## config.mk

```make
export PLATFORM = sky130hd
export DESIGN_NAME = pcc_prep
export DESIGN_NICKNAME = d
export VERILOG_FILES = /design/src/rtl/pcc_pkg.sv /design/src/rtl/pcc_prep.sv
export SDC_FILE = /design/constraint.sdc
export NUM_CORES = 1
export LEC_CHECK = 0
export ABC_AREA = 1
export BUFFER_PORTS_ARGS = -buffer_cell sky130_fd_sc_hd__buf_2
export CORE_ASPECT_RATIO = 1.75
export CORE_MARGIN = 1
export CORE_UTILIZATION = 58
export CTS_CLUSTER_DIAMETER = 50
export DETAILED_ROUTE_END_ITERATION = 8
export PLACE_DENSITY = 0.83
export SLEW_MARGIN = 10
export SYNTH_ARGS = -nofsm -noshare
export SYNTH_HDL_FRONTEND = slang
export SYNTH_SLANG_ARGS = --single-unit
```

## constraint.sdc

```tcl
create_clock -name clk -period 0.8 [get_ports clk]
set_input_delay 0.12 -clock clk [delete_from_list [all_inputs] [get_ports clk]]
set_output_delay 0.12 -clock clk [all_outputs]
set_load 0.05 [all_outputs]
```

## src/rtl/pcc_pkg.sv

```systemverilog
`timescale 1ns / 1ps

package pcc_pkg;

	localparam int DW     = 36;
	localparam int ZW     = 26;
	localparam int MAG_W  = 33;
	localparam int AIDX_W = 5;

	localparam logic [15:0] GAIN_Q16 = 16'd39797;

	localparam logic signed [16:0] ANG_FULL_IN = 17'sd46080;
	localparam logic signed [16:0] ANG_HALF_IN = 17'sd23040;
	localparam logic signed [16:0] ANG_QTR_IN  = 17'sd11520;

	localparam logic signed [ZW-1:0] DEG180    = 26'sd5898240;
	localparam logic signed [ZW-1:0] ANG_CLAMP = 26'sd23040;

	typedef struct packed {
		logic                 mode;
		logic                 flip;
		logic                 origin;
		logic signed [DW-1:0] x;
		logic signed [DW-1:0] y;
		logic signed [ZW-1:0] z;
	} beat_t;

	function automatic logic signed [ZW-1:0] atan_lut(input logic [AIDX_W-1:0] idx);
		logic signed [ZW-1:0] v;
		unique case (idx)
			5'd0:    v = 26'sd1474560;
			5'd1:    v = 26'sd870484;
			5'd2:    v = 26'sd459940;
			5'd3:    v = 26'sd233473;
			5'd4:    v = 26'sd117189;
			5'd5:    v = 26'sd58652;
			5'd6:    v = 26'sd29333;
			5'd7:    v = 26'sd14667;
			5'd8:    v = 26'sd7334;
			5'd9:    v = 26'sd3667;
			5'd10:   v = 26'sd1833;
			5'd11:   v = 26'sd917;
			5'd12:   v = 26'sd458;
			5'd13:   v = 26'sd229;
			5'd14:   v = 26'sd115;
			5'd15:   v = 26'sd57;
			5'd16:   v = 26'sd29;
			5'd17:   v = 26'sd14;
			5'd18:   v = 26'sd7;
			5'd19:   v = 26'sd4;
			5'd20:   v = 26'sd2;
			5'd21:   v = 26'sd1;
			default: v = '0;
		endcase
		return v;
	endfunction

endpackage

```

## src/rtl/pcc_prep.sv

```systemverilog
`timescale 1ns / 1ps

module pcc_prep import pcc_pkg::*; (
	input  logic               clk,
	input  logic               arst_n,
	input  logic               start,
	input  logic               command,
	input  logic signed [15:0] x_in,
	input  logic signed [15:0] y_in,
	input  logic        [15:0] radius_in,
	input  logic signed [15:0] angle_in,
	output logic               vld_s1,
	output beat_t              beat_s1
);

	beat_t beat_d;

	always_comb begin
		logic signed [16:0] fold_a;
		logic signed [16:0] turn_a;
		logic               rflip;
		logic        [31:0] rprod;
		logic signed [DW-1:0] rx;
		logic signed [ZW-1:0] rz;
		logic signed [DW-1:0] xs;
		logic signed [DW-1:0] ys;
		logic signed [DW-1:0] vx;
		logic signed [DW-1:0] vy;
		logic signed [ZW-1:0] base;
		logic                 xneg;

		fold_a = 17'(angle_in);
		if (fold_a > ANG_HALF_IN) begin
			fold_a = fold_a - ANG_FULL_IN;
		end else if (fold_a < -ANG_HALF_IN) begin
			fold_a = fold_a + ANG_FULL_IN;
		end

		rflip  = 1'b0;
		turn_a = fold_a;
		if (fold_a > ANG_QTR_IN) begin
			turn_a = fold_a - ANG_HALF_IN;
			rflip  = 1'b1;
		end else if (fold_a < -ANG_QTR_IN) begin
			turn_a = fold_a + ANG_HALF_IN;
			rflip  = 1'b1;
		end

		rz    = ZW'(turn_a) <<< 8;
		rprod = 32'(radius_in) * 32'(GAIN_Q16);
		rx    = $signed({{(DW-32){1'b0}}, rprod});

		xneg = x_in[15];
		xs   = DW'(x_in);
		ys   = DW'(y_in);
		vx   = (xneg ? -xs : xs) <<< 16;
		vy   = (xneg ? -ys : ys) <<< 16;
		base = xneg ? (y_in[15] ? -DEG180 : DEG180) : '0;

		beat_d.mode   = command;
		beat_d.flip   = command ? 1'b0 : rflip;
		beat_d.origin = command & (x_in == 16'sd0) & (y_in == 16'sd0);
		beat_d.x      = command ? vx : rx;
		beat_d.y      = command ? vy : '0;
		beat_d.z      = command ? base : rz;
	end

	always_ff @(posedge clk or negedge arst_n) begin
		if (!arst_n) begin
			vld_s1 <= 1'b0;
		end else begin
			vld_s1 <= start;
		end
	end

	always_ff @(posedge clk) begin
		beat_s1 <= beat_d;
	end

endmodule

```

==> results list, run 1 <==
- The portion of synthesized area spent on multiplexers is 0%.
- For this run the aggregate overflow at the end of global routing stands at 63.
- By area, the combinational part of the netlist is dominated by adder cells.
- Synth area leader: sky130_fd_sc_hd__fa_1
- The synthesized netlist devotes 41.55% of its cell area to adder and majority cells.
- Entering global routing, the biggest net connects 24 pins.
* Rows: 59
- Once the floorplan was initialized, standard cells occupied 60.05% of the core.
- Sequential cells were found to cover 17.19% of the synthesized design area.
- The wire-length estimate of the detail-placed layout is 23380 um.
- Synth Warn #: 0
* Netlist area before placement: 8999 sq um
- CTS saw 77 sinks.
- Counting flops and latches in the post-synthesis netlist gives 77.
- Proportion of synthesized flip-flops having asynchronous set or reset: 1.299%
- Routability-driven placement congestion ratio: 0.9547
- Count of different cell masters after synthesis: 47
- Number of flops mapped to enable cells by yosys: 0
- The first global-routing pass estimated 85180 um of wire.
- The first error in the log reads "[ERROR GRT-0116] Global routing finished with congestion. Check the congestion regions in the DRC Viewer".
- The synthesized netlist devotes 0.4867% of its cell area to XOR and XNOR gates.
- Ranked by total cell area, the synthesized netlist is headed by sky130_fd_sc_hd__fa_1, sky130_fd_sc_hd__ha_1, sky130_fd_sc_hd__dfxtp_1.
- Vias in the first global route: 13920
- Die H: 166.8 um
* Area fraction in compound gates after synthesis: 11.30%
- Run status: stopped before the end
- Buffers inserted during clock tree synthesis total 9.
- DIE WIDTH: 96.16 um
- Of the total synthesized cell area, the portion taken by AND, OR, NAND and NOR gates is 15.50%.
* Number of cells produced by synthesis: 1121
- For this run, the leading register cell type out of synthesis is sky130_fd_sc_hd__dfxtp_1.
- Last stage reached: 5_1_grt
- The tree is rooted in a sky130_fd_sc_hd__clkbuf_16.
* Synthesized area per cell: 8.027 sq um
- Global routing used 72.30% of the available tracks across all layers.
- Placed Instance Area: 12270 sq um
- Count of input and output buffers: 145
- The clock passes through at most 2 buffers.
- Number of H-tree levels: 3
* Number of top-level pins: 170
* Share of the synthesized area in the top cell type: 22.91%
## Yosys cell counts (5+ instances only)
cell	instances
sky130_fd_sc_hd__a21oi_1	83
sky130_fd_sc_hd__a31oi_1	5
sky130_fd_sc_hd__buf_4	26
sky130_fd_sc_hd__clkbuf_1	10
sky130_fd_sc_hd__dfxtp_1	76
sky130_fd_sc_hd__fa_1	103
sky130_fd_sc_hd__ha_1	134
sky130_fd_sc_hd__inv_1	258
sky130_fd_sc_hd__inv_2	7
sky130_fd_sc_hd__nand2_1	135
sky130_fd_sc_hd__nand2_2	9
sky130_fd_sc_hd__nand3_1	37
sky130_fd_sc_hd__nand3_2	5
sky130_fd_sc_hd__nand4_1	9
sky130_fd_sc_hd__nor2_1	75
sky130_fd_sc_hd__nor3_1	23
sky130_fd_sc_hd__o21a_1	5
sky130_fd_sc_hd__o21ai_0	61
sky130_fd_sc_hd__o21ai_1	7
## cells by family after synthesis
kind of cell | after synthesis
simple gates | 311
buf+inv | 306
fa+ha+maj | 237
compound gates | 184
flops | 77
xor+xnor | 5
other cells | 1
## what timing repair did
action                     4_1_cts
setup buffers                   27
resized for setup              468
hold endpoints to repair         9
setup endpoints to repair      130
pin swaps                      113
hold buffers                     9
## through the flow
| stage | util [%] | cells | setup WS, ns |
|---|---|---|---|
| 2_1_floorplan | - | 1148 | -3.817 |
| 3_3_place_gp | 81.89 | 1673 | -4.145 |
| 3_5_place_dp | 81.89 | 1673 | -4.311 |
| 4_1_cts | 95.90 | 1723 | -3.908 |
## per-layer routing
metal | overflow | GRT usage, %
met5 | 0 | 12.33
met4 | 29 | 71.90
met3 | 1 | 56.71
met2 | 32 | 90.50
met1 | 1 | 70.47
==> inputs of run 2 (changes only) <==
--- a/config.mk
+++ b/config.mk
@@ -7,12 +7,10 @@
 export LEC_CHECK = 0
 export ABC_AREA = 1
 export BUFFER_PORTS_ARGS = -buffer_cell sky130_fd_sc_hd__buf_2
-export CORE_ASPECT_RATIO = 1.75
 export CORE_MARGIN = 1
-export CORE_UTILIZATION = 58
-export CTS_CLUSTER_DIAMETER = 50
+export CORE_UTILIZATION = 40
 export DETAILED_ROUTE_END_ITERATION = 8
-export PLACE_DENSITY = 0.83
+export PLACE_DENSITY_LB_ADDON = 0.15
 export SLEW_MARGIN = 10
 export SYNTH_ARGS = -nofsm -noshare
 export SYNTH_HDL_FRONTEND = slang
==> run 2 against run 1 <==
The flow now finishes, with violations (DRC, setup timing). Synthesized cell count unchanged. Synthesized area is the same.
==> results list, run 2 <==
- Entering global routing, the biggest net connects 25 pins.
- The detailed placer's ending HPWL was 21620 um (-7.5%).
- Routability-driven placement congestion ratio: 0.8637 (-9.5%)
- Clock-pin slew on the worst setup and hold paths: 0.06 ns
- Buffer type at the clock tree root: sky130_fd_sc_hd__clkbuf_16
* Die Footprint: 23100 sq um
- The number of rows created at floorplan is 54 (-8.5%).
- The number of max-slew violations in the final report is 0.
- The most critical setup path has its startpoint at radius_in[8].
* Cell class contributing the biggest share of worst-path delay: adder cells
- Mean routed wirelength per cell: 14.83 um
* Detailed-route vias per instance: 4.703
- N_diodes: 0
- Synth Warn #: 0 (unchanged)
* Critical-path cell with the highest stage delay: sky130_fd_sc_hd__fa_1
- Share of the synthesized area in the top cell type: 22.91% (unchanged)
- Cell with the most instances after synthesis: sky130_fd_sc_hd__inv_1
- Flip-flop and latch count after synthesis: 77 (unchanged)
- Data on the critical path is required at its endpoint by 1.04 ns.
- The number of distinct library cell variants in the gate-level netlist after synthesis came to 47 (unchanged).
* Final setup margin: -3.818 ns
- The CTS sink count was 77 (unchanged).
- Leaving out fill and tap cells, the most frequent cell in the layout is sky130_fd_sc_hd__buf_4.
- Largest register by flop count: beat_s1
* Count of antenna-violating nets left after detailed routing: 0
- Post-synthesis sequential area ratio: 17.19% (unchanged)
- Worst Path Buf+Inv: 5
- The largest registers in the layout are beat_s1 x76, vld_s1 x1.
- Part of the cycle the worst path needs: 577.2%
- Unrepaired setup endpoints after global routing: true
* Run status: finished, violations left
- The tool flagged a number of max-cap violations equal to 0.
- For this run, the top clock speed supported by timing is 216.5 MHz.
- Synthesized area per cell: 8.027 sq um (unchanged)
- Of all nets on the critical path, the largest fanout is 3.
* Startpoint type of the worst setup path: primary input
* Critical Path End Type: flop
- The net count of the finished layout is 1846.
- Total overflow reported by the global router: 0
* Growth of design area from synthesis to finish: 65.96%
* Count of input and output buffers: 145 (unchanged)
- Setup total negative slack on the finished layout was measured at -115.47 ns.
- Total vias in the final route: 8588
* Number of flops mapped to enable cells by yosys: 0 (unchanged)
- Area of the core region: 21960 sq um
- The via count of the first global-routing pass was 9104.
* Number of detailed-route iterations in the first pass: 7
- Final Critical Period: 4.618 ns
- Max stage delay on crit path: 0.57 ns
* Synth area leader: sky130_fd_sc_hd__fa_1
- The initial antenna violation count is 0.
- TritonCTS built the clock tree.
- Of the cells placed in the final design, the portion with a size suffix greater than 1 is 50.52%.
- The height of the die is 152.0 um (-8.9%).
- Final routed DRC violation total: 10
* Final wirelength: 27080 um
- Global routing used 24.09% of the available tracks.
* DIE WIDTH: 152.0 um (+58%)
- The area of the mapped netlist is 8999 sq um (unchanged).
* Number of top-level pins: 170 (unchanged)
- # setup viols final: 130
- Leaving out fill and tap cells, the most frequent cells in the layout are sky130_fd_sc_hd__buf_4, sky130_fd_sc_hd__inv_1, sky130_fd_sc_hd__nand2_1, sky130_fd_sc_hd__fa_1, sky130_fd_sc_hd__ha_1.
- Most frequent CP cell: sky130_fd_sc_hd__fa_1
* Cells traversed along the worst timing path: buf_8, clkinvlp_4, fa_2, fa_1, inv_2, fa_1, fa_1, fa_1, inv_1, fa_1, inv_2, ha_4, a21o_1, a21oi_2, o211ai_1, nand3_1, nand2_2, or2_4, a32o_1
* Violations in the final reports: DRC, setup timing
- For this run, the leading register cell type out of synthesis is sky130_fd_sc_hd__dfxtp_1.
- Most common library cells after synthesis: sky130_fd_sc_hd__inv_1, sky130_fd_sc_hd__nand2_1, sky130_fd_sc_hd__ha_1, sky130_fd_sc_hd__fa_1, sky130_fd_sc_hd__a21oi_1
- The path class of the tightest hold or removal check is in2reg.
- Proportion of synthesized flip-flops having asynchronous set or reset: 1.299% (unchanged)
- The number of clock buffers inserted by TritonCTS is 9 (unchanged).
- The register with the most flip-flops in the layout has 76 of them.
- The starting density of the core is 40.98% (-19 points).
- The number of H-tree levels came to 3 (unchanged).
- The first global-routing pass estimated 44470 um of wire.
- After the first detailed-routing iteration, the DRC count stood at 395.
- Final number of hold-violating endpoints: 0
* Number of cells produced by synthesis: 1121 (unchanged)
- Critical path type: in2reg
* Maximum buffer depth of the clock tree: 2 (unchanged)
- Sorting the synthesized cells by area gives the leading types as sky130_fd_sc_hd__fa_1, sky130_fd_sc_hd__ha_1, sky130_fd_sc_hd__dfxtp_1.
- For the worst setup path, the data arrival time is 4.86 ns.
- The worst hold path begins at y_in[1].
[run 2: cell counts after synthesis]
Identical to the previous run, type by type.
[run 2: repair_timing]
item,in CTS,in global routing
endpoints found under the hold margin,6,0
resized for setup,459,136
setup endpoints to repair,131,133
buffers inserted,30,16
pin swaps,110,95
hold buffers,6,0
[run 2: metal layers]
metal,track usage (%),vias to the layer above,part of all wire [%]
met2,41.51,202,49
met5,0,-,0
met4,6.997,0,2.4
li1,-,4320,-
met3,5.362,43,6.0
met1,30.14,4023,43
[run 2: path summary, 6_finish.rpt]
kind,end,cells past startpoint
max in group asynchronous,vld_s1,2
setup / recovery,beat_s1[93],19
hold / removal,beat_s1[43],3
min in group asynchronous,vld_s1,2
[run 2: per-stage QoR]
step | worst slack (ns) | utilization (%) | hold slack [ns] | instances | instance area (sq um)
2_1_floorplan | -3.817 | - | -0.1756 | 1148 | 9747
3_5_place_dp | -4.249 | 56.10 | -0.1030 | 1770 | 12320
3_3_place_gp | -4.226 | 56.10 | -0.1059 | 1770 | 12320
5_1_grt | -4.035 | 68.01 | 0.01194 | 1826 | 14930
4_1_cts | -3.785 | 65.16 | 0.004651 | 1815 | 14310
6_report | -3.818 | 68.01 | 0.01524 | 1826 | 14930
[run 2: final cells by class]
cell class              instances  area (sq um)
multi-input cells             765          7711
fillers                      1702          7024
repair buffers                421          3839
flip-flops and latches         77          1647
inverters                     267          1087
well taps                     280         350.3
clock buffers                  10         250.2
clock inverters                 6         50.05
[run 2: cell families (layout without fill, tap and decap cells)]
logic type               Yosys count  count (layout)  share of synthesized area, %
AO/OA/AOI/OAI                    184             184                         11.30
XOR/XNOR                           5               5                        0.4866
adder cells (fa/ha/maj)          237             237                         41.55
buffers and inverters            306             704                         13.93
flip-flops                        77              77                         17.19
other                              1              28                       0.04167
AND/OR/NAND/NOR                  311             311                         15.50
Power of run 2 is left out: the tool's default activity adds up to more than one toggle a clock period on the data nets, which glitch-free logic cannot reach.
