===== src/rtl/pcc_pkg.sv =====
`timescale 1ns / 1ps

package pcc_pkg;

	localparam int DW     = 36;
	localparam int ZW     = 26;
	localparam int MAG_W  = 33;
	localparam int AIDX_W = 5;

	localparam logic [15:0] GAIN_Q16 = 16'd39797;

	localparam logic signed [16:0] ANG_FULL_IN = 17'sd46080;
	localparam logic signed [16:0] ANG_HALF_IN = 17'sd23040;
	localparam logic signed [16:0] ANG_QTR_IN  = 17'sd11520;

	localparam logic signed [ZW-1:0] DEG180    = 26'sd5898240;
	localparam logic signed [ZW-1:0] ANG_CLAMP = 26'sd23040;

	typedef struct packed {
		logic                 mode;
		logic                 flip;
		logic                 origin;
		logic signed [DW-1:0] x;
		logic signed [DW-1:0] y;
		logic signed [ZW-1:0] z;
	} beat_t;

	function automatic logic signed [ZW-1:0] atan_lut(input logic [AIDX_W-1:0] idx);
		logic signed [ZW-1:0] v;
		unique case (idx)
			5'd0:    v = 26'sd1474560;
			5'd1:    v = 26'sd870484;
			5'd2:    v = 26'sd459940;
			5'd3:    v = 26'sd233473;
			5'd4:    v = 26'sd117189;
			5'd5:    v = 26'sd58652;
			5'd6:    v = 26'sd29333;
			5'd7:    v = 26'sd14667;
			5'd8:    v = 26'sd7334;
			5'd9:    v = 26'sd3667;
			5'd10:   v = 26'sd1833;
			5'd11:   v = 26'sd917;
			5'd12:   v = 26'sd458;
			5'd13:   v = 26'sd229;
			5'd14:   v = 26'sd115;
			5'd15:   v = 26'sd57;
			5'd16:   v = 26'sd29;
			5'd17:   v = 26'sd14;
			5'd18:   v = 26'sd7;
			5'd19:   v = 26'sd4;
			5'd20:   v = 26'sd2;
			5'd21:   v = 26'sd1;
			default: v = '0;
		endcase
		return v;
	endfunction

endpackage


===== src/rtl/pcc_stage.sv =====
`timescale 1ns / 1ps

module pcc_stage import pcc_pkg::*; #(
	parameter int IDX = 0
) (
	input  logic  clk,
	input  logic  arst_n,
	input  logic  vld_i,
	input  beat_t beat_i,
	output logic  vld_s1,
	output beat_t beat_s1
);

	beat_t beat_d;

	always_comb begin
		logic                 ccw;
		logic signed [DW-1:0] xs;
		logic signed [DW-1:0] ys;
		logic signed [ZW-1:0] at;

		ccw = beat_i.mode ? beat_i.y[DW-1] : !beat_i.z[ZW-1];
		xs  = beat_i.x >>> IDX;
		ys  = beat_i.y >>> IDX;
		at  = atan_lut(AIDX_W'(IDX));

		beat_d = beat_i;
		if (ccw) begin
			beat_d.x = beat_i.x - ys;
			beat_d.y = beat_i.y + xs;
			beat_d.z = beat_i.z - at;
		end else begin
			beat_d.x = beat_i.x + ys;
			beat_d.y = beat_i.y - xs;
			beat_d.z = beat_i.z + at;
		end
	end

	always_ff @(posedge clk or negedge arst_n) begin
		if (!arst_n) begin
			vld_s1 <= 1'b0;
		end else begin
			vld_s1 <= vld_i;
		end
	end

	always_ff @(posedge clk) begin
		beat_s1 <= beat_d;
	end

endmodule


===== config.mk =====
export PLATFORM = sky130hd
export DESIGN_NAME = pcc_stage
export DESIGN_NICKNAME = d
export VERILOG_FILES = /design/src/rtl/pcc_pkg.sv /design/src/rtl/pcc_stage.sv
export SDC_FILE = /design/constraint.sdc
export NUM_CORES = 1
export LEC_CHECK = 0
export BUFFER_PORTS_ARGS = -buffer_cell sky130_fd_sc_hd__clkbuf_2
export CAP_MARGIN = 30
export CORE_MARGIN = 2
export CORE_UTILIZATION = 50
export DETAILED_ROUTE_END_ITERATION = 10
export PLACE_DENSITY_LB_ADDON = 0.15
export SYNTH_ARGS = -nofsm -noshare
export SYNTH_HDL_FRONTEND = slang
export SYNTH_SLANG_ARGS = --single-unit
export TNS_END_PERCENT = 100

===== constraint.sdc =====
create_clock -name clk -period 0.8 [get_ports clk]
set_input_delay 0.16 -clock clk [delete_from_list [all_inputs] [get_ports clk]]
set_output_delay 0.16 -clock clk [all_outputs]
set_load 0.01 [all_outputs]

==> metrics.txt, run 1 <==
# TYPE chip_impl_metric gauge
chip_impl_info{name="toolErrorMsg",value="[ERROR GRT-0232] Routing congestion too high. Check the congestion heatmap in the GUI."} 1
chip_impl_metric{name="synth-compound-area-share",unit="%"} 28.0
chip_impl_metric{name="yosys.area.top_type_share",unit="%"} 23.2
chip_impl_metric{name="number_of_enable_flip_flop_cells_after_synthesis",unit=""} 0
chip_impl_info{name="main_combinational_cell_family_by_area_after_synthesis",value="compound AO/OA/AOI/OAI gates"} 1
chip_impl_metric{name="grt_remaining_overflow",unit=""} 458
chip_impl_info{name="synth.area.top_cells",value="dfxtp_1 (23%), ha_1 (17%), a21oi_1 (8.8%)"} 1
chip_impl_metric{name="cts.sinks",unit=""} 101
chip_impl_metric{name="muxShareOfSynthArea",unit="%"} 1.76
chip_impl_metric{name="die_x",unit="um"} 135
chip_impl_metric{name="port-buffer-count",unit=""} 205
chip_impl_metric{name="numPlacedInstances",unit=""} 1826
chip_impl_metric{name="cts_max_level",unit=""} 3
chip_impl_metric{name="synth-seq-area-share",unit="%"} 23.5
chip_impl_metric{name="count_of_cell_types_in_the_netlist",unit=""} 79
chip_impl_metric{name="async_flop_share",unit="%"} 0.990
chip_impl_metric{name="mappedNetlistNets",unit=""} 1316
chip_impl_info{name="worst_endpoint",value="beat_s1[97]$_DFF_P_/D"} 1
chip_impl_metric{name="max-clock-path-buffers",unit=""} 2
chip_impl_metric{name="initial_cell_density_of_the_core",unit="%"} 51.6
chip_impl_metric{name="basic_gate_share_of_the_synthesized_area_counting_and_or_nand_and_nor_cells",unit="%"} 12.9
chip_impl_info{name="status",value="aborted with a tool error"} 1
chip_impl_metric{name="grt_usage",unit="%"} 84.4
chip_impl_metric{name="synth-seq-cells",unit=""} 101
chip_impl_metric{name="synth_adder_area_share",unit="%"} 18.1
chip_impl_info{name="clock-root-buffer",value="clkbuf_16"} 1
chip_impl_info{name="last-stage-reached",value="5_1_grt"} 1
chip_impl_info{name="synth_flop_cell",value="dfxtp_1"} 1
chip_impl_metric{name="syn_area_per_cell",unit="sq um"} 7.90
chip_impl_metric{name="placement_row_count",unit=""} 47
chip_impl_metric{name="largest_net_degree_at_the_start_of_global_routing",unit=""} 37
chip_impl_metric{name="syn-instance-count",unit=""} 1090
chip_impl_metric{name="ys_warn_count",unit=""} 0
chip_impl_info{name="synth.largest_area_cell",value="dfxtp_1"} 1
chip_impl_metric{name="synthXorXnorAreaFrac",unit="%"} 7.93
chip_impl_metric{name="io_pins",unit=""} 206
chip_impl_metric{name="placer_s_final_routability_congestion_estimate",unit=""} 0.979
chip_impl_metric{name="cts-buffers-inserted",unit=""} 9
chip_impl_metric{name="dp_hpwl",unit="um"} 25600
chip_impl_info{name="worst-ep-kind",value="register input"} 1
chip_impl_metric{name="mappedNetlistArea",unit="sq um"} 8610
chip_impl_metric{name="floorplan.die.height",unit="um"} 135
==> kinds of logic after synthesis <==
group	Yosys count
AOI/OAI and AO/OA	376
xor gates and xnor gates	78
adders and majority gates	122
buffers and inverters	166
DFF	101
muxes	15
and+or+nand+nor	232
==> Yosys cell counts, drive strengths merged, types with 3 or more instances <==
cell / count
clkinv: 4
xnor2: 72
o31a: 3
mux2i: 14
inv: 113
nand2b: 5
dfxtp: 100
o31ai: 12
nor2b: 15
a21oi: 153
o21ba: 3
a211oi: 9
o21ai: 82
nand2: 53
and2: 3
nand3b: 3
buf: 24
a21boi: 5
a21o: 25
a31o: 3
xor2: 6
nand4: 13
ha: 118
a311oi: 3
or3: 8
o21a: 8
nand3: 8
fa: 4
clkbuf: 25
o21bai: 25
nor2: 87
a31oi: 6
nor4: 13
and3: 5
o311ai: 4
o41ai: 4
nor3: 12
o211ai: 11
==> per-stage QoR <==
step | instance area, sq um | hold WS [ps] | worst slack, ps
2_1_floorplan | 9290 | -136 | -1510
3_5_place_dp | 13000 | -62.9 | -1970
4_1_cts | 14500 | 91.9 | -1540
3_3_place_gp | 13000 | -63.3 | -1900
==> routing by layer <==
layer | overflow | GRT usage, %
met5 | 0 | 27.5
met4 | 172 | 95.9
met3 | 7 | 66.8
met2 | 278 | 103
met1 | 1 | 80.1
==> repair_timing <==
item	CTS
setup buffers	44
gates cloned	0
pin swaps	94
hold buffers	19
hold endpoints to repair	19
resized for setup	165
endpoints found under the setup margin	182
==> run 2: changes to the inputs <==
--- a/config.mk
+++ b/config.mk
@@ -8,7 +8,7 @@
 export BUFFER_PORTS_ARGS = -buffer_cell sky130_fd_sc_hd__clkbuf_2
 export CAP_MARGIN = 30
 export CORE_MARGIN = 2
-export CORE_UTILIZATION = 50
+export CORE_UTILIZATION = 40
 export DETAILED_ROUTE_END_ITERATION = 10
 export PLACE_DENSITY_LB_ADDON = 0.15
 export SYNTH_ARGS = -nofsm -noshare
==> constraint.sdc (replaced) <==
create_clock -name clk -period 1.04 [get_ports clk]
set_input_delay 0.208 -clock clk [delete_from_list [all_inputs] [get_ports clk]]
set_output_delay 0.208 -clock clk [all_outputs]
set_load 0.01 [all_outputs]
==> run 2 against run 1 <==
Synthesized cell count unchanged. The flow now finishes, with violations (setup timing). Area after synthesis unchanged.
==> metrics.txt, run 2 <==
# TYPE chip_impl_metric gauge
chip_impl_info{name="netlist_top_cells_count",value="a21oi_1 (152), ha_1 (118), inv_1 (111)"} 1
chip_impl_metric{name="detail_route.iter0.violations",unit=""} 582
chip_impl_metric{name="power_per_cell_area",unit="nW/um^2"} 1220
chip_impl_info{name="final_common_cell",value="buf_4"} 1
chip_impl_metric{name="dr_total_vias",unit=""} 10184
chip_impl_info{name="mostFrequentLayoutCells",value="buf_4 (366), clkbuf_2 (144), a21oi_1 (104), ha_1 (91), inv_1 (87)"} 1
chip_impl_info{name="hold_path.class",value="primary input to flip-flop"} 1
chip_impl_info{name="clock_tree_from_tritoncts",value="built"} 1
chip_impl_metric{name="total_core_area",unit="sq um"} 21100
chip_impl_metric{name="max-clock-path-buffers",unit=""} 2
chip_impl_metric{name="antenna-diode-count",unit=""} 0
chip_impl_info{name="holdCritStartpoint",value="beat_i[100]"} 1
chip_impl_info{name="main_combinational_cell_family_by_area_after_synthesis",value="compound AO/OA/AOI/OAI gates"} 1
chip_impl_metric{name="largest_net_degree_at_the_start_of_global_routing",unit=""} 52
chip_impl_metric{name="max_freq",unit="MHz"} 420
chip_impl_metric{name="mappedNetlistNets",unit=""} 1316
chip_impl_metric{name="cts.sinks",unit=""} 101
chip_impl_metric{name="fp.dieArea",unit="sq um"} 22700
chip_impl_metric{name="timing.final.crit_share",unit="%"} 229
chip_impl_metric{name="drive_gt1_share",unit="%"} 53.5
chip_impl_metric{name="worst_supply_voltage_drop_on_vdd",unit="mV"} 0.714
chip_impl_metric{name="mappedNetlistArea",unit="sq um"} 8610
chip_impl_metric{name="viasPerCell",unit=""} 5.21
chip_impl_metric{name="cp_data_required_time",unit="ps"} 1330
chip_impl_metric{name="synth-compound-area-share",unit="%"} 28.0
chip_impl_metric{name="timing.final.hold_violations",unit=""} 0
chip_impl_info{name="timing.critical_path.to_type",value="flip-flop"} 1
chip_impl_info{name="synth.area.top_cells",value="dfxtp_1 (23%), ha_1 (17%), a21oi_1 (8.8%)"} 1
chip_impl_metric{name="leakagePower",unit="nW"} 7.24
chip_impl_metric{name="synth-seq-cells",unit=""} 101
chip_impl_metric{name="grt_remaining_overflow",unit=""} 0
chip_impl_metric{name="count_of_cell_types_in_the_netlist",unit=""} 79
chip_impl_info{name="clock-root-buffer",value="clkbuf_16"} 1
chip_impl_metric{name="slew_violations",unit=""} 0
chip_impl_metric{name="dpl-instance-area",unit="sq um"} 13100
chip_impl_metric{name="route.antenna.remaining_nets",unit=""} 0
chip_impl_metric{name="detail_route.drc_violations",unit=""} 0
chip_impl_metric{name="die_x",unit="um"} 151
chip_impl_metric{name="placement_row_count",unit=""} 53
chip_impl_metric{name="timing.final.crit_period",unit="ps"} 2380
chip_impl_metric{name="setup_viol",unit=""} 81
chip_impl_metric{name="hold-worst-slack",unit="ps"} 43.4
chip_impl_metric{name="syn-instance-count",unit=""} 1090
chip_impl_metric{name="dp_hpwl",unit="um"} 25000
chip_impl_info{name="timing_worst_setup_path_type",value="primary input to flip-flop"} 1
chip_impl_info{name="post-synth-top-count-cell",value="a21oi_1"} 1
chip_impl_metric{name="pnr_worst_setup_slack",unit="ps"} -1340
chip_impl_metric{name="grt_pass1_vias",unit=""} 9877
chip_impl_metric{name="yosys.area.top_type_share",unit="%"} 23.2
chip_impl_metric{name="cts_max_level",unit=""} 3
chip_impl_info{name="critical_path.startpoint",value="beat_i[28]"} 1
chip_impl_metric{name="maxSlewHeadroom",unit="%"} 54.7
chip_impl_metric{name="routed_wire_length_per_instance",unit="um"} 17.1
chip_impl_metric{name="basic_gate_share_of_the_synthesized_area_counting_and_or_nand_and_nor_cells",unit="%"} 12.9
chip_impl_metric{name="synthXorXnorAreaFrac",unit="%"} 7.93
chip_impl_metric{name="grt_first_pass_wirelength",unit="um"} 49600
chip_impl_metric{name="cts-buffers-inserted",unit=""} 9
chip_impl_info{name="status",value="finished, violations left"} 1
chip_impl_metric{name="clk_transition_reported_paths",unit="ps"} 80
chip_impl_metric{name="largest_register_ff_count",unit=""} 100
chip_impl_info{name="biggestRegsByFlops",value="beat_s1 x100, vld_s1 x1"} 1
chip_impl_metric{name="max_cap_violations",unit=""} 0
chip_impl_metric{name="routed_wirelength",unit="um"} 33400
chip_impl_metric{name="port-buffer-count",unit=""} 205
chip_impl_metric{name="fin_total_pwr",unit="mW"} 18.5
chip_impl_metric{name="design.final.nets",unit=""} 1900
chip_impl_metric{name="cp_data_arrival_time",unit="ps"} 2670
chip_impl_metric{name="floorplan.die.height",unit="um"} 151
chip_impl_metric{name="synth-seq-area-share",unit="%"} 23.5
chip_impl_metric{name="final_core_util",unit="%"} 72.1
chip_impl_metric{name="muxShareOfSynthArea",unit="%"} 1.76
chip_impl_metric{name="number_of_enable_flip_flop_cells_after_synthesis",unit=""} 0
chip_impl_metric{name="dp_worst_setup_slack",unit="ps"} -1870
chip_impl_metric{name="antenna_found_initial",unit=""} 0
chip_impl_info{name="registers.top_by_ff_count",value="beat_s1"} 1
chip_impl_metric{name="initial_cell_density_of_the_core",unit="%"} 40.8
chip_impl_metric{name="area_growth_syn_to_layout",unit="%"} 76.5
chip_impl_metric{name="drt_first_pass_iters",unit=""} 5
chip_impl_info{name="setup_repair_after_global_routing_missed_its_margin",value="true"} 1
chip_impl_metric{name="ys_warn_count",unit=""} 0
chip_impl_metric{name="io_pins",unit=""} 206
chip_impl_info{name="violations",value="setup timing"} 1
chip_impl_metric{name="async_flop_share",unit="%"} 0.990
chip_impl_metric{name="placer_s_final_routability_congestion_estimate",unit=""} 0.994
chip_impl_metric{name="grt_usage",unit="%"} 27.7
chip_impl_info{name="synth.largest_area_cell",value="dfxtp_1"} 1
chip_impl_metric{name="syn_area_per_cell",unit="sq um"} 7.90
chip_impl_metric{name="layout.cell_area.non_filler",unit="sq um"} 15200
chip_impl_metric{name="tightestPinTransition",unit="ps"} 673
chip_impl_metric{name="timing.critical_path.fanout_max",unit=""} 7
chip_impl_info{name="critical_path.startpoint_type",value="primary input"} 1
chip_impl_metric{name="synth_adder_area_share",unit="%"} 18.1
chip_impl_info{name="synth_flop_cell",value="dfxtp_1"} 1
-- run 2: cell counts after synthesis --
Identical to the previous run, type by type.
-- run 2: area by class of cell --
type	count	area [sq um]
flip-flops and latches	101	2070
well taps	275	344
fillers	1618	5890
clock buffers	10	239
inverters	117	508
multi-input cells	823	7310
clock inverters	6	77.6
repair buffers	622	4650
-- run 2: critical path, stage by stage --
cell       delay [ps]
clkbuf_16         120
inv_8              30
ha_4              320
buf_6             120
o21bai_4           70
a221oi_4          390
nor3b_4            80
o311ai_4          340
a21bo_4           230
a21oi_2            70
or3_4             390
a21oi_2           170
xnor2_1           130
-- run 2: cell families after synthesis --
logic type,count (synthesis)
DFF,101
buffers and inverters,166
and+or+nand+nor,232
AOI/OAI and AO/OA,376
adders and majority gates,122
xor gates and xnor gates,78
muxes,15
-- run 2: timing repair --
item | 4_1_cts | 5_1_grt
pin swaps | 84 | 106
setup endpoints to repair | 91 | 135
gates cloned | 0 | 2
resized for setup | 135 | 228
setup buffers | 34 | 24
endpoints found under the hold margin | 19 | 0
hold buffers | 19 | 0
-- run 2: where the power goes --
group | switching [mW] | internal (mW)
Clock | 1.76 | 1.99
Sequential | 0.313 | 4.79
Combinational | 4.81 | 4.83
Total | 6.87 | 11.6
-- run 2: final timing paths --
kind	depth (start not counted)	endpoint	slack (ps)
min in group asynchronous	2	vld_s1	140
max in group asynchronous	2	vld_s1	810
worst max-delay path	13	beat_s1[50]	-1340
worst min-delay path	2	beat_s1[100]	40
-- run 2: layer usage --
layer	track usage, %	vias up	wire length, um
met3	3.58	82	2050
met2	47.7	392	16100
li1	-	4960	-
met5	0	-	0
met4	10.4	0	1240
met1	35.2	4750	14100
-- run 2: per-stage QoR --
stage          instances  setup TNS, ps
2_1_floorplan       1090         -72100
3_3_place_gp        1882        -101670
3_5_place_dp        1882        -103690
4_1_cts             1941         -67130
5_1_grt             1954         -77450
6_report            1954         -71240
(Power assumes the default switching activity.)
==> run 3: changes to the inputs <==
--- a/config.mk
+++ b/config.mk
@@ -5,10 +5,10 @@
 export SDC_FILE = /design/constraint.sdc
 export NUM_CORES = 1
 export LEC_CHECK = 0
-export BUFFER_PORTS_ARGS = -buffer_cell sky130_fd_sc_hd__clkbuf_2
+export BUFFER_PORTS_ARGS = -buffer_cell sky130_fd_sc_hd__buf_2
 export CAP_MARGIN = 30
 export CORE_MARGIN = 2
-export CORE_UTILIZATION = 40
+export CORE_UTILIZATION = 50
 export DETAILED_ROUTE_END_ITERATION = 10
 export PLACE_DENSITY_LB_ADDON = 0.15
 export SYNTH_ARGS = -nofsm -noshare
==> run 3 against run 2 <==
The flow now stops in 5_1_grt. Area after synthesis stayed put. Synthesized cell count is the same.
==> metrics.txt, run 3 <==
# TYPE chip_impl_metric gauge
chip_impl_info{name="status",value="aborted with a tool error"} 1
chip_impl_info{name="last-stage-reached",value="5_1_grt"} 1
chip_impl_info{name="toolErrorMsg",value="[ERROR GRT-0232] Routing congestion too high. Check the congestion heatmap in the GUI."} 1
chip_impl_info{name="synth.largest_area_cell",value="dfxtp_1"} 1
chip_impl_metric{name="grt_usage",unit="%"} 80.6
chip_impl_metric{name="floorplan.die.height",unit="um"} 135
chip_impl_metric{name="cts-buffers-inserted",unit=""} 9
chip_impl_metric{name="max-clock-path-buffers",unit=""} 2
chip_impl_info{name="synth.area.top_cells",value="dfxtp_1 (23%), ha_1 (17%), a21oi_1 (8.8%)"} 1
chip_impl_metric{name="largest_net_degree_at_the_start_of_global_routing",unit=""} 37
chip_impl_metric{name="synth-seq-area-share",unit="%"} 23.5
chip_impl_metric{name="count_of_cell_types_in_the_netlist",unit=""} 79
chip_impl_metric{name="dp_hpwl",unit="um"} 25100
chip_impl_metric{name="cts.sinks",unit=""} 101
chip_impl_metric{name="io_pins",unit=""} 206
chip_impl_metric{name="number_of_enable_flip_flop_cells_after_synthesis",unit=""} 0
chip_impl_metric{name="syn_area_per_cell",unit="sq um"} 7.90
chip_impl_metric{name="syn-instance-count",unit=""} 1090
chip_impl_metric{name="mappedNetlistArea",unit="sq um"} 8610
chip_impl_metric{name="placer_s_final_routability_congestion_estimate",unit=""} 0.973
chip_impl_metric{name="mappedNetlistNets",unit=""} 1316
chip_impl_metric{name="port-buffer-count",unit=""} 205
chip_impl_metric{name="numPlacedInstances",unit=""} 1815
chip_impl_metric{name="die_x",unit="um"} 135
chip_impl_metric{name="ys_warn_count",unit=""} 0
chip_impl_metric{name="async_flop_share",unit="%"} 0.990
chip_impl_metric{name="grt_remaining_overflow",unit=""} 244
chip_impl_metric{name="yosys.area.top_type_share",unit="%"} 23.2
chip_impl_metric{name="synth-seq-cells",unit=""} 101
chip_impl_metric{name="initial_cell_density_of_the_core",unit="%"} 51.6
chip_impl_info{name="worst_endpoint",value="beat_s1[96]$_DFF_P_/D"} 1
chip_impl_info{name="post-synth-top-count-cell",value="a21oi_1"} 1
chip_impl_info{name="synth_flop_cell",value="dfxtp_1"} 1
chip_impl_info{name="clock-root-buffer",value="clkbuf_16"} 1
chip_impl_info{name="worst-ep-kind",value="register input"} 1
chip_impl_metric{name="placement_row_count",unit=""} 47
chip_impl_info{name="netlist_top_cells_count",value="a21oi_1 (152), ha_1 (118), inv_1 (111)"} 1
chip_impl_metric{name="cts_max_level",unit=""} 3
## run 3: timing repair
| item | in CTS |
|---|---|
| gates cloned | 1 |
| setup buffers | 61 |
| gates resized for setup | 250 |
| endpoints found under the setup margin | 89 |
| hold buffers | 19 |
| pin swaps | 128 |
| endpoints found under the hold margin | 19 |
## run 3: metal layers
metal | track usage [%] | overflow
met1 | 76.5 | 2
met5 | 20.8 | 0
met3 | 65.2 | 2
met4 | 88.6 | 91
met2 | 99.4 | 149
## run 3: metrics by stage
stage,utilization [%],setup TNS [ps],area [sq um],hold WS [ps],setup WS (ps)
after global placement,77.3,-100240,12900,-16.5,-1710
after detailed placement,77.3,-103570,12900,-16.9,-1860
after CTS,89.3,-66880,14900,59.4,-1250
after floorplan,-,-72100,9290,-87.6,-1320
## run 3: kinds of logic after synthesis
logic type	after synthesis	synth area share, %
mux	15	1.76
compound gates	376	28.0
simple gates	232	12.9
fa+ha+maj	122	18.1
flops	101	23.5
buf+inv	166	7.82
xor+xnor	78	7.93
