<file path="src/rtl/pcc_pkg.sv">
`timescale 1ns / 1ps

package pcc_pkg;

	localparam int DW     = 36;
	localparam int ZW     = 26;
	localparam int MAG_W  = 33;
	localparam int AIDX_W = 5;

	localparam logic [15:0] GAIN_Q16 = 16'd39797;

	localparam logic signed [16:0] ANG_FULL_IN = 17'sd46080;
	localparam logic signed [16:0] ANG_HALF_IN = 17'sd23040;
	localparam logic signed [16:0] ANG_QTR_IN  = 17'sd11520;

	localparam logic signed [ZW-1:0] DEG180    = 26'sd5898240;
	localparam logic signed [ZW-1:0] ANG_CLAMP = 26'sd23040;

	typedef struct packed {
		logic                 mode;
		logic                 flip;
		logic                 origin;
		logic signed [DW-1:0] x;
		logic signed [DW-1:0] y;
		logic signed [ZW-1:0] z;
	} beat_t;

	function automatic logic signed [ZW-1:0] atan_lut(input logic [AIDX_W-1:0] idx);
		logic signed [ZW-1:0] v;
		unique case (idx)
			5'd0:    v = 26'sd1474560;
			5'd1:    v = 26'sd870484;
			5'd2:    v = 26'sd459940;
			5'd3:    v = 26'sd233473;
			5'd4:    v = 26'sd117189;
			5'd5:    v = 26'sd58652;
			5'd6:    v = 26'sd29333;
			5'd7:    v = 26'sd14667;
			5'd8:    v = 26'sd7334;
			5'd9:    v = 26'sd3667;
			5'd10:   v = 26'sd1833;
			5'd11:   v = 26'sd917;
			5'd12:   v = 26'sd458;
			5'd13:   v = 26'sd229;
			5'd14:   v = 26'sd115;
			5'd15:   v = 26'sd57;
			5'd16:   v = 26'sd29;
			5'd17:   v = 26'sd14;
			5'd18:   v = 26'sd7;
			5'd19:   v = 26'sd4;
			5'd20:   v = 26'sd2;
			5'd21:   v = 26'sd1;
			default: v = '0;
		endcase
		return v;
	endfunction

endpackage

</file>
<file path="src/rtl/pcc_post.sv">
`timescale 1ns / 1ps

module pcc_post import pcc_pkg::*; #(
	parameter int COORD_WIDTH = 16
) (
	input  logic                          clk,
	input  logic                          arst_n,
	input  logic                          vld_i,
	input  beat_t                         beat_i,
	output logic                          done,
	output logic signed [COORD_WIDTH-1:0] x_out,
	output logic signed [COORD_WIDTH-1:0] y_out,
	output logic        [15:0]            radius_out,
	output logic signed [15:0]            angle_out
);

	localparam int RW = DW + 1 - 16;
	localparam int SW = ((RW > COORD_WIDTH) ? RW : COORD_WIDTH) + 1;
	localparam logic signed [DW:0]   RND_XY = (DW+1)'(1) <<< 15;
	localparam logic signed [SW-1:0] C_HI   = SW'((longint'(1) <<< (COORD_WIDTH - 1)) - 1);
	localparam logic signed [SW-1:0] C_LO   = -C_HI - SW'(1);
	localparam logic [MAG_W+16:0]    RND_R  = (MAG_W+17)'(1) << 31;

	logic                       vld_s1;
	logic                       mode_s1;
	logic                       origin_s1;
	logic signed [DW:0]         sx_s1;
	logic signed [DW:0]         sy_s1;
	logic        [MAG_W+15:0]   prod_s1;
	logic signed [ZW-1:0]       za_s1;

	logic signed [DW:0]         sx_d;
	logic signed [DW:0]         sy_d;
	logic        [MAG_W+15:0]   prod_d;
	logic signed [ZW-1:0]       za_d;

	logic signed [COORD_WIDTH-1:0] x_d;
	logic signed [COORD_WIDTH-1:0] y_d;
	logic        [15:0]            r_d;
	logic signed [15:0]            a_d;

	always_comb begin
		logic signed [DW:0] xe;
		logic signed [DW:0] ye;

		xe     = (DW+1)'(beat_i.x);
		ye     = (DW+1)'(beat_i.y);
		sx_d   = beat_i.flip ? (RND_XY - xe) : (xe + RND_XY);
		sy_d   = beat_i.flip ? (RND_XY - ye) : (ye + RND_XY);
		prod_d = (MAG_W+16)'(beat_i.x[MAG_W-1:0]) * (MAG_W+16)'(GAIN_Q16);
		za_d   = beat_i.z + ZW'(128);
	end

	always_ff @(posedge clk or negedge arst_n) begin
		if (!arst_n) begin
			vld_s1 <= 1'b0;
		end else begin
			vld_s1 <= vld_i;
		end
	end

	always_ff @(posedge clk) begin
		mode_s1   <= beat_i.mode;
		origin_s1 <= beat_i.origin;
		sx_s1     <= sx_d;
		sy_s1     <= sy_d;
		prod_s1   <= prod_d;
		za_s1     <= za_d;
	end

	always_comb begin
		logic signed [SW-1:0]    xv;
		logic signed [SW-1:0]    yv;
		logic signed [SW-1:0]    xc;
		logic signed [SW-1:0]    yc;
		logic        [MAG_W+16:0] rsum;
		logic        [17:0]      rq;
		logic signed [ZW-1:0]    av;
		logic signed [ZW-1:0]    ac;

		xv = SW'(sx_s1 >>> 16);
		yv = SW'(sy_s1 >>> 16);
		xc = (xv > C_HI) ? C_HI : ((xv < C_LO) ? C_LO : xv);
		yc = (yv > C_HI) ? C_HI : ((yv < C_LO) ? C_LO : yv);

		rsum = (MAG_W+17)'(prod_s1) + RND_R;
		rq   = 18'(rsum >> 32);

		av = za_s1 >>> 8;
		ac = (av > ANG_CLAMP) ? ANG_CLAMP : ((av < -ANG_CLAMP) ? -ANG_CLAMP : av);

		if (mode_s1) begin
			x_d = '0;
			y_d = '0;
			r_d = (rq[17:16] != 2'b00) ? 16'hFFFF : rq[15:0];
			a_d = origin_s1 ? 16'sd0 : ac[15:0];
		end else begin
			x_d = xc[COORD_WIDTH-1:0];
			y_d = yc[COORD_WIDTH-1:0];
			r_d = '0;
			a_d = '0;
		end
	end

	always_ff @(posedge clk or negedge arst_n) begin
		if (!arst_n) begin
			done <= 1'b0;
		end else begin
			done <= vld_s1;
		end
	end

	always_ff @(posedge clk) begin
		x_out      <= x_d;
		y_out      <= y_d;
		radius_out <= r_d;
		angle_out  <= a_d;
	end

endmodule

</file>
<file path="config.mk">
export PLATFORM = sky130hd
export DESIGN_NAME = pcc_post
export DESIGN_NICKNAME = d
export VERILOG_FILES = /design/src/rtl/pcc_pkg.sv /design/src/rtl/pcc_post.sv
export SDC_FILE = /design/constraint.sdc
export NUM_CORES = 1
export LEC_CHECK = 0
export BUFFER_PORTS_ARGS = -buffer_cell sky130_fd_sc_hd__buf_2
export CORE_MARGIN = 2
export CORE_UTILIZATION = 35
export CTS_CLUSTER_SIZE = 24
export DETAILED_ROUTE_END_ITERATION = 8
export HOLD_SLACK_MARGIN = 0.03
export PLACE_DENSITY = 0.49
export SETUP_SLACK_MARGIN = 0.3
export SYNTH_ARGS = -nofsm -noshare
export SYNTH_HDL_FRONTEND = slang
export SYNTH_SLANG_ARGS = --single-unit
</file>
<file path="constraint.sdc">
create_clock -name clk -period 2.4 [get_ports clk]
set_input_delay 0.12 -clock clk [delete_from_list [all_inputs] [get_ports clk]]
set_output_delay 0.12 -clock clk [all_outputs]
set_load 0.01 [all_outputs]
</file>
==> implementation parameters, run 1 <==
Parameter                              Value

Synth
  Fraction of post-synthesis cell area in the top cell type by area    0.314
  Post-synth top cells    320 x sky130_fd_sc_hd__inv_1, 238 x sky130_fd_sc_hd__fa_1, 228 x sky130_fd_sc_hd__ha_1
  Register area share after synthesis    0.193
  Mapped Nets    2,069
  Count of state elements after synthesis    146
  Number of warnings reported in the yosys synthesis log    0
  Cell taking the most area after synthesis    sky130_fd_sc_hd__fa_1
  Ys async rst share    0.0137
  Flip-flop cell with the highest count after synthesis    sky130_fd_sc_hd__dfxtp_1
  Largest cells by area after synthesis    sky130_fd_sc_hd__fa_1 31%, sky130_fd_sc_hd__dfxtp_1 19%, sky130_fd_sc_hd__ha_1 19%
  Post-Synthesis Cell Area    15,200 µm²
  Average cell area after synthesis    10.1 µm²
  Number of enable flip-flop cells after synthesis    0
  Unique cell type count in the Yosys netlist    50
  Leading cell type by number of instances after synthesis    sky130_fd_sc_hd__inv_1
  Cells after synthesis    1,499

Drt
  Vias per inst    4.53
  Sum of routed wire length over all layers    42,100 µm
  Count of antenna-violating nets left after detailed routing    0
  Number of design rule violations left after detail routing    0
  Overall via count from detail_route    11,800
  Per-cell routed wire length    16.2 µm
  Detailed router's first-iteration violation count    396
  DRT Pass-1 Iters    5

STA
  Slew HR    0.251
  Max-slew violation count    0
  Worst Skew    0.0103 ns
  Worst-margin pin slew    1.12 ns
  Fmax    179 MHz
  Unrepaired setup endpoints after global routing    yes
  Clock period minus final worst setup slack    5.58 ns
  Final setup violation count    18
  Final-report hold violation count    0
  Setup ws final    -3.18 ns
  Sum of negative setup slack    -52.65 ns
  Final period utilization    2.33

Floorplan
  Die boundary width    212 µm
  Effective utilization at floorplan    0.353
  Cell Rows    76
  Core footprint    43,000 µm²
  Die Y    212 µm
  Floorplan die area    45,100 µm²
  Count of boundary I/O pins    169

Run status
  Run status    finished with violations
  Failing checks    negative setup slack

Placement
  Count of input and output buffers    161
  RePlAce Congestion    0.857
  Cell total after placement    2,459
  Placed wire-length estimate after detailed placement    35,700 µm

Cells and area
  Area growth from synthesis to layout    38.0%
  Finished Layout Cells    2,605
  Proportion of layout cells with a drive suffix above 1    0.310
  Final nets    2,577
  Antenna diode instance count    0

Global route
  Wire length of the first global-routing pass    68,200 µm
  Gr ovfl total    0
  GRT Total Usage    0.199
  Antenna violations before repair    0
  Via count of the first global-routing pass    13,027
  Largest net degree at the start of global routing    35

Clock tree
  TritonCTS clock tree    built
  Depth of the CTS H-tree    4
  Maximum clock insertion buffer count    2
  Clock Tree Root    sky130_fd_sc_hd__clkbuf_16
  CTS clk-pin slew, worst paths    0.07 ns
  Total number of clock tree sinks    146
  Clock insertion delay at the later pin of the skew report    0.44 ns
  Inserted Clock Buffers    17

Worst setup path
  Reg-to-reg slack, setup    0.47 ns
  Element type at the critical path start    primary input
  Kind of critical path    primary input to flip-flop
  Endpoint required time on the critical path    2.73 ns
  Crit. End Element    flip-flop
  Largest driver fanout on the critical path    6
  Arrival time reported for the critical path endpoint    5.91 ns

Run
  Max-cap violation count    0

Min path
  Type of the most critical hold path    primary input to flip-flop
registers in the layout, summed over array words and instances, names as in the netlist:
register,count
sx_s1,21
za_s1,18
prod_s1,18
done,1
vld_s1,1
origin_s1,1
x_out,16
mode_s1,1
y_out,16
radius_out,16
angle_out,16
sy_s1,21
through the flow:
| stage | setup WS, ns | utilization | instance area [µm²] | hold slack [ns] |
|---|---|---|---|---|
| 2_1_floorplan | -3.11 | - | 15400 | -0.176 |
| 3_3_place_gp | -4.03 | 0.433 | 18600 | -0.0968 |
| 3_5_place_dp | -4.06 | 0.433 | 18600 | -0.0935 |
| 4_1_cts | -3.18 | 0.476 | 20400 | 0.0350 |
| 5_1_grt | -3.37 | 0.487 | 20900 | 0.0608 |
| 6_report | -3.18 | 0.487 | 20900 | 0.0642 |
critical path, cell delays in order:
cell                         delay, ns
sky130_fd_sc_hd__buf_4            0.11
sky130_fd_sc_hd__clkinvlp_4       0.17
sky130_fd_sc_hd__buf_6            0.17
sky130_fd_sc_hd__fa_1             0.46
sky130_fd_sc_hd__fa_1             0.51
sky130_fd_sc_hd__inv_1            0.05
sky130_fd_sc_hd__fa_1             0.50
sky130_fd_sc_hd__fa_2             0.55
sky130_fd_sc_hd__fa_1             0.43
sky130_fd_sc_hd__fa_1             0.56
sky130_fd_sc_hd__ha_4             0.21
sky130_fd_sc_hd__buf_6            0.12
sky130_fd_sc_hd__a2111oi_4        0.26
sky130_fd_sc_hd__buf_4            0.17
sky130_fd_sc_hd__o2111ai_4        0.20
sky130_fd_sc_hd__a211o_4          0.41
sky130_fd_sc_hd__buf_6            0.12
sky130_fd_sc_hd__buf_6            0.11
sky130_fd_sc_hd__a31oi_4          0.17
sky130_fd_sc_hd__buf_4            0.16
sky130_fd_sc_hd__o31ai_4          0.07
sky130_fd_sc_hd__buf_4            0.15
sky130_fd_sc_hd__xor2_1           0.14
cells by family after synthesis:
| logic type | synth area share |
|---|---|
| flip-flops | 0.193 |
| AO/OA/AOI/OAI | 0.0863 |
| adder cells (fa/ha/maj) | 0.502 |
| XOR/XNOR | 0.0502 |
| AND/OR/NAND/NOR | 0.0832 |
| multiplexers | 0.00198 |
| buffers and inverters | 0.0833 |
what timing repair did:
| item | 4_1_cts | 5_1_grt |
|---|---|---|
| endpoints found under the hold margin | 47 | 0 |
| cloned | 0 | 0 |
| resized for setup | 86 | 76 |
| setup buffers | 37 | 22 |
| pin swaps | 81 | 71 |
| setup endpoints to repair | 22 | 46 |
| hold buffers | 55 | 0 |
cell usage in the layout (no fill, tap or decap), drive strengths merged, types with 31 or more instances in the layout:
cell / instances
ha: 228
xor2: 31
buf: 451
inv: 308
nand2: 63
o21ai: 36
xnor2: 56
a21oi: 69
nor2: 57
o21a: 33
fa: 238
dfxtp: 144
dlygate4sd3: 55
final timing paths:
kind / cells after the start / to / start
setup / recovery: 23 / prod_s1[41] / beat_i[72]
hold / removal: 3 / sx_s1[20] / beat_i[82]
hold reg to reg: 0 / done / vld_s1
min in group asynchronous: 3 / vld_s1 / arst_n
max in group asynchronous: 3 / done / arst_n
setup reg to reg: 9 / radius_out[1] / prod_s1[31]
layer usage:
metal	routed length, µm	GRT usage	vias up
met1	18600	0.248	5787
met3	1130	0.0326	45
li1	-	-	5802
met5	0	0	-
met4	652	0.0465	0
met2	21700	0.358	166
area by class of cell:
cell class | count | area, µm²
Clock buffer | 18 | 439
Clock inverter | 14 | 140
Fill cell | 4067 | 22000
Inverter | 320 | 1280
Multi-Input combinational cell | 1016 | 11700
Sequential cell | 146 | 2930
Tap cell | 585 | 732
Timing Repair Buffer | 506 | 3740
Power of run 1 is left out: the tool's default activity adds up to more than one toggle a clock period on the data nets, which glitch-free logic cannot reach.
==> run 2, diff against run 1 <==
CORE_ASPECT_RATIO = 1.4   (was not set)
==> implementation parameters, run 2 (synthesized netlist as in run 1, its figures left out) <==
Parameter                              Value

Worst setup path
  Family with the most delay on the worst path    adder cells
  Kind of critical path    primary input to flip-flop
  Depth of the worst register-to-register path    9 (unchanged)
  Element type at the critical path start    primary input
  Destination of the worst register-to-register timing path    radius_out[2]
  FF-to-FF Start    prod_s1[32]
  Cell with the biggest individual delay on the critical path    sky130_fd_sc_hd__fa_1
  Endpoint required time on the critical path    2.71 ns (-0.02 ns)
  Largest stage delay on the critical path    0.53 ns (-0.03 ns)
  Crit. End Element    flip-flop
  Largest driver fanout on the critical path    5 (-1)
  Cell occurring most often along the worst timing path    sky130_fd_sc_hd__fa_1
  Critical path buffers and inverters    6 (-4)
  Critical path, cell by cell    buf_8, clkinvlp_4, buf_6, fa_2, fa_1, inv_1, fa_1, fa_2, fa_1, inv_1, fa_1, inv_1, ha_4, a21oi_2, o21ai_2, a2111oi_4, o2111ai_4, a211o_4, and3_4, o21a_1, or3_1, xor2_1
  Reg-to-reg slack, setup    0.39 ns (-0.08 ns)
  Arrival time reported for the critical path endpoint    5.86 ns (-0.05 ns)

Min path
  Source of the worst hold timing path    beat_i[99]
  Type of the most critical hold path    primary input to flip-flop
  Hold path cells    2 (-1)
  Endpoint with the worst hold slack    sx_s1[36]

Floorplan
  Floorplan die area    45,100 µm² (about the same)
  Effective utilization at floorplan    0.354 (+0.000639)
  Die boundary width    180 µm (-15%)
  Cell Rows    90 (+18%)
  Core footprint    42,900 µm² (-0.18%)
  Die Y    250 µm (+18%)
  Count of boundary I/O pins    169 (unchanged)

STA
  Final setup violation count    18 (unchanged)
  Final-report hold violation count    0 (unchanged)
  Max-slew violation count    0 (unchanged)
  Setup ws final    -3.14 ns (+0.0406 ns)
  Clock period minus final worst setup slack    5.54 ns (-0.0405 ns)
  Sum of negative setup slack    -50.48 ns (+2.17 ns)
  Worst Skew    0.0151 ns (+0.00478 ns)
  Final period utilization    2.31 (-0.0169)
  Worst-margin pin slew    0.563 ns (-0.560 ns)
  Slew HR    0.621 (+0.369)
  Fmax    180 MHz (+0.73%)
  Unrepaired setup endpoints after global routing    yes

Drt
  Met3 wire len    1060 µm (-6.4%)
  Met1 Routed Length    17,200 µm (-8.0%)
  Vias per inst    4.65 (+2.7%)
  DRT Pass-1 Iters    4 (-1)
  Sum of routed wire length over all layers    45,100 µm (+7.1%)
  Overall via count from detail_route    12,014 (+1.8%)
  Max layer used    met5
  Detailed router's first-iteration violation count    351 (-11%)
  Count of antenna-violating nets left after detailed routing    0 (unchanged)
  Amount of wire on met2 after detailed routing    25,900 µm (+20%)
  Per-cell routed wire length    17.5 µm (+8.1%)
  Number of design rule violations left after detail routing    0 (unchanged)

Global route
  Gr ovfl total    0 (unchanged)
  GRT Total Usage    0.205 (+0.00650)
  Antenna violations before repair    3 (+3)
  Wire length of the first global-routing pass    71,500 µm (+4.8%)
  Largest net degree at the start of global routing    32 (-8.6%)
  Via count of the first global-routing pass    13,501 (+3.6%)

Placement
  Placed wire-length estimate after detailed placement    38,600 µm (+8.0%)
  Cell total after placement    2,439 (-0.81%)
  RePlAce Congestion    0.902 (+5.2%)
  Count of input and output buffers    161 (unchanged)

Cells and area
  Registers with the most flip-flops    sx_s1 (21), sy_s1 (21)
  Proportion of layout cells with a drive suffix above 1    0.311 (+0.00124)
  Sequential cell area    2930 µm² (unchanged)
  Commonest cells after routing, fill and taps aside    292 x sky130_fd_sc_hd__inv_1, 283 x sky130_fd_sc_hd__buf_4, 225 x sky130_fd_sc_hd__fa_1, 203 x sky130_fd_sc_hd__ha_1, 145 x sky130_fd_sc_hd__buf_2
  Most common cell after layout, fill and taps aside    sky130_fd_sc_hd__inv_1
  Fill cell count    4,009 (-1.4%)
  Final nets    2,586 (+0.35%)
  Total area of multi-input combinational cells    11,700 µm² (+0.29%)
  Finished Layout Cells    2,582 (-0.88%)
  Area growth from synthesis to layout    38.4%

Run status
  Run status    finished with violations
  Failing checks    negative setup slack

Clock tree
  Total number of clock tree sinks    146 (unchanged)
  TritonCTS clock tree    built
  Inserted Clock Buffers    17 (unchanged)
  Depth of the CTS H-tree    4 (unchanged)
  CTS clk-pin slew, worst paths    0.07 ns (about the same)
  Clock Tree Root    sky130_fd_sc_hd__clkbuf_16
  Clock insertion delay at the later pin of the skew report    0.43 ns (about the same)
  Maximum clock insertion buffer count    2 (unchanged)

Run
  Max-cap violation count    0 (unchanged)
-- run 2: final cells by class --
type	instances	area share
multi-input combinational	1016	0.558
timing repair buffer	515	0.182
sequential	146	0.140
inverter	320	0.0602
tap	552	0.0329
clock buffer	20	0.0213
clock inverter	11	0.00619
antenna	2	0.000238
-- run 2: per-stage QoR --
| step | setup slack, ns | hold WS [ns] | util | cell area [µm²] |
|---|---|---|---|---|
| 3_5_place_dp | -3.81 | -0.0941 | 0.435 | 18700 |
| 2_1_floorplan | -3.11 | -0.176 | - | 15400 |
| 4_1_cts | -3.24 | 0.0412 | 0.473 | 20300 |
| 5_1_grt | -3.29 | 0.0659 | 0.490 | 21000 |
| 3_3_place_gp | -3.76 | -0.0943 | 0.435 | 18700 |
| 6_report | -3.14 | 0.0570 | 0.490 | 21000 |
-- run 2: per-layer routing --
| metal | vias up | track usage |
|---|---|---|
| met4 | 2 | 0.0483 |
| met3 | 56 | 0.0218 |
| met1 | 5942 | 0.223 |
| li1 | 5821 | - |
| met5 | - | 0 |
| met2 | 193 | 0.416 |
-- run 2: worst max-delay path by stage --
stage	from	endpoint	slack, ns	depth (start not counted)
2_1_floorplan	beat_i[85]	prod_s1[47]	-3.11	21
3_3_place_gp	beat_i[84]	prod_s1[47]	-3.76	21
3_5_place_dp	beat_i[82]	prod_s1[47]	-3.81	22
4_1_cts	beat_i[74]	prod_s1[47]	-3.24	21
5_1_grt	beat_i[72]	prod_s1[47]	-3.29	20
6_report	beat_i[73]	prod_s1[47]	-3.14	22
-- run 2: repair_timing --
action                                 4_1_cts  5_1_grt
gates resized for setup                     65       99
gates cloned                                 0        1
endpoints found under the hold margin       47        0
setup endpoints to repair                   26       39
setup buffers                               25       31
pin swaps                                   36       74
hold buffers                                53        0
Power of run 2 is left out for the same reason.
==> run 3, diff against run 2 <==
RECOVER_POWER = 25   (was not set)
==> implementation parameters, run 3 (synthesized netlist as in run 1, its figures left out) <==
Parameter                              Value

Worst setup path
  Kind of critical path    primary input to flip-flop
  Largest driver fanout on the critical path    5 (unchanged)
  Crit. End Element    flip-flop
  Endpoint required time on the critical path    2.71 ns (about the same)
  Element type at the critical path start    primary input
  Arrival time reported for the critical path endpoint    5.85 ns (about the same)

Placement
  Post-place setup slack    -3.81 ns (unchanged)
  Count of input and output buffers    161 (unchanged)
  Placed wire-length estimate after detailed placement    38,600 µm (unchanged)
  RePlAce Congestion    0.902 (unchanged)
  Cell total after placement    2,439 (unchanged)

Run status
  Run status    finished with violations
  Failing checks    negative setup slack

STA
  Fmax    180 MHz (about the same)
  Worst-margin pin slew    0.969 ns (+0.406 ns)
  Clock period minus final worst setup slack    5.54 ns (-0.00237 ns)
  Final hold slack    0.0565 ns (-0.000435 ns)
  Slew HR    0.354 (-0.267)
  Unrepaired setup endpoints after global routing    yes
  Max-slew violation count    0 (unchanged)
  Setup ws final    -3.14 ns (+0.00237 ns)
  Final-report hold violation count    0 (unchanged)
  Worst Skew    0.0150 ns (-0.0000642 ns)
  Final setup violation count    18 (unchanged)
  Final period utilization    2.31 (about the same)

Drt
  Met1 Routed Length    17,100 µm (-0.35%)
  Max layer used    met5
  Overall via count from detail_route    12,010 (-0.033%)
  Sum of routed wire length over all layers    45,000 µm (-0.16%)
  Per-cell routed wire length    17.4 µm (-0.12%)
  Number of design rule violations left after detail routing    0 (unchanged)
  Amount of wire on met2 after detailed routing    25,900 µm (about the same)
  Count of antenna-violating nets left after detailed routing    0 (unchanged)
  Met3 wire len    1050 µm (-0.19%)
  Vias per inst    4.65 (about the same)
  DRT Pass-1 Iters    4 (unchanged)
  Detailed router's first-iteration violation count    363 (+3.4%)

Cells and area
  Commonest cells after routing, fill and taps aside    292 x sky130_fd_sc_hd__inv_1, 282 x sky130_fd_sc_hd__buf_4, 225 x sky130_fd_sc_hd__fa_1, 203 x sky130_fd_sc_hd__ha_1, 143 x sky130_fd_sc_hd__dfxtp_1
  Finished Layout Cells    2,581 (-0.039%)
  Registers with the most flip-flops    sx_s1 (21), sy_s1 (21)
  Final nets    2,586 (unchanged)
  Most common cell after layout, fill and taps aside    sky130_fd_sc_hd__inv_1
  Area growth from synthesis to layout    38.1%
  Proportion of layout cells with a drive suffix above 1    0.293 (-0.0182)

Floorplan
  Die Y    250 µm (unchanged)
  Cell Rows    90 (unchanged)
  Count of boundary I/O pins    169 (unchanged)
  Core footprint    42,900 µm² (unchanged)
  Effective utilization at floorplan    0.354 (unchanged)
  Die boundary width    180 µm (unchanged)
  Floorplan die area    45,100 µm² (unchanged)

Global route
  Gr ovfl total    0 (unchanged)
  Largest net degree at the start of global routing    32 (unchanged)
  Antenna violations before repair    3 (unchanged)
  GRT Total Usage    0.205 (unchanged)
  Wire length of the first global-routing pass    71,500 µm (unchanged)
  Via count of the first global-routing pass    13,501 (unchanged)

Clock tree
  Maximum clock insertion buffer count    2 (unchanged)
  TritonCTS clock tree    built
  Clock insertion delay at the later pin of the skew report    0.43 ns (about the same)
  Depth of the CTS H-tree    4 (unchanged)
  CTS clk-pin slew, worst paths    0.07 ns (about the same)
  Inserted Clock Buffers    17 (unchanged)
  Clock Tree Root    sky130_fd_sc_hd__clkbuf_16
  Total number of clock tree sinks    146 (unchanged)

Min path
  Type of the most critical hold path    primary input to flip-flop

Run
  Max-cap violation count    0 (unchanged)
-- run 3: changes by cell type in the layout (fill, tap and decap cells not counted), sizes merged --
| cell | previous run | this run |
|---|---|---|
| buf | 460 | 424 |
| diode | 2 | 1 |
| clkbuf | 22 | 58 |
-- run 3: area by class of cell --
type / instances / area [µm²]
Multi-Input combinational cell: 1016 / 11700
Clock buffer: 20 / 447
Timing Repair Buffer: 515 / 3780
Inverter: 320 / 1260
Antenna cell: 1 / 2.50
Fill cell: 4023 / 21900
Clock inverter: 11 / 130
Sequential cell: 146 / 2930
Tap cell: 552 / 691
-- run 3: path summary, 6_finish.rpt --
check / startpoint / endpoint / slack [ns] / cells after the start
setup / recovery: beat_i[73] / prod_s1[47] / -3.14 / 22
hold / removal: beat_i[99] / sx_s1[36] / 0.06 / 2
setup reg to reg: prod_s1[32] / radius_out[2] / 0.39 / 9
hold reg to reg: vld_s1 / done / 0.36 / 0
max in group asynchronous: arst_n / done / 1.71 / 3
min in group asynchronous: arst_n / vld_s1 / 0.57 / 3
-- run 3: worst max-delay path, stage by stage --
cell                         delay, ns
sky130_fd_sc_hd__buf_8            0.08
sky130_fd_sc_hd__clkinvlp_4       0.16
sky130_fd_sc_hd__buf_6            0.17
sky130_fd_sc_hd__fa_2             0.41
sky130_fd_sc_hd__fa_1             0.48
sky130_fd_sc_hd__inv_1            0.05
sky130_fd_sc_hd__fa_1             0.50
sky130_fd_sc_hd__fa_2             0.47
sky130_fd_sc_hd__fa_1             0.49
sky130_fd_sc_hd__inv_1            0.06
sky130_fd_sc_hd__fa_1             0.53
sky130_fd_sc_hd__inv_1            0.06
sky130_fd_sc_hd__ha_4             0.16
sky130_fd_sc_hd__a21oi_2          0.14
sky130_fd_sc_hd__o21ai_2          0.09
sky130_fd_sc_hd__a2111oi_4        0.39
sky130_fd_sc_hd__o2111ai_4        0.20
sky130_fd_sc_hd__a211o_4          0.40
sky130_fd_sc_hd__and3_4           0.18
sky130_fd_sc_hd__o21a_1           0.18
sky130_fd_sc_hd__or3_1            0.36
sky130_fd_sc_hd__xor2_1           0.16
-- run 3: timing repair --
action | CTS | global route
hold buffers | 53 | 0
pin swaps | 36 | 74
endpoints found under the hold margin | 47 | 0
setup buffers | 25 | 31
cloned | 0 | 1
resized for setup | 65 | 99
setup endpoints to repair | 26 | 39
-- run 3: metal layers --
layer / up-vias / track usage
li1: 5820 / -
met3: 54 / 0.0218
met5: - / 0
met2: 195 / 0.416
met4: 2 / 0.0483
met1: 5939 / 0.223
-- run 3: per-stage QoR --
stage	instance area, µm²	utilization	TNS (ns)
after floorplan	15400	-	-47.71
after global placement	18700	0.435	-61.41
after detailed placement	18700	0.435	-62.11
after CTS	20300	0.473	-51.60
after global routing	21000	0.489	-53.50
final	21000	0.489	-50.44
Power of run 3 is left out for the same reason.
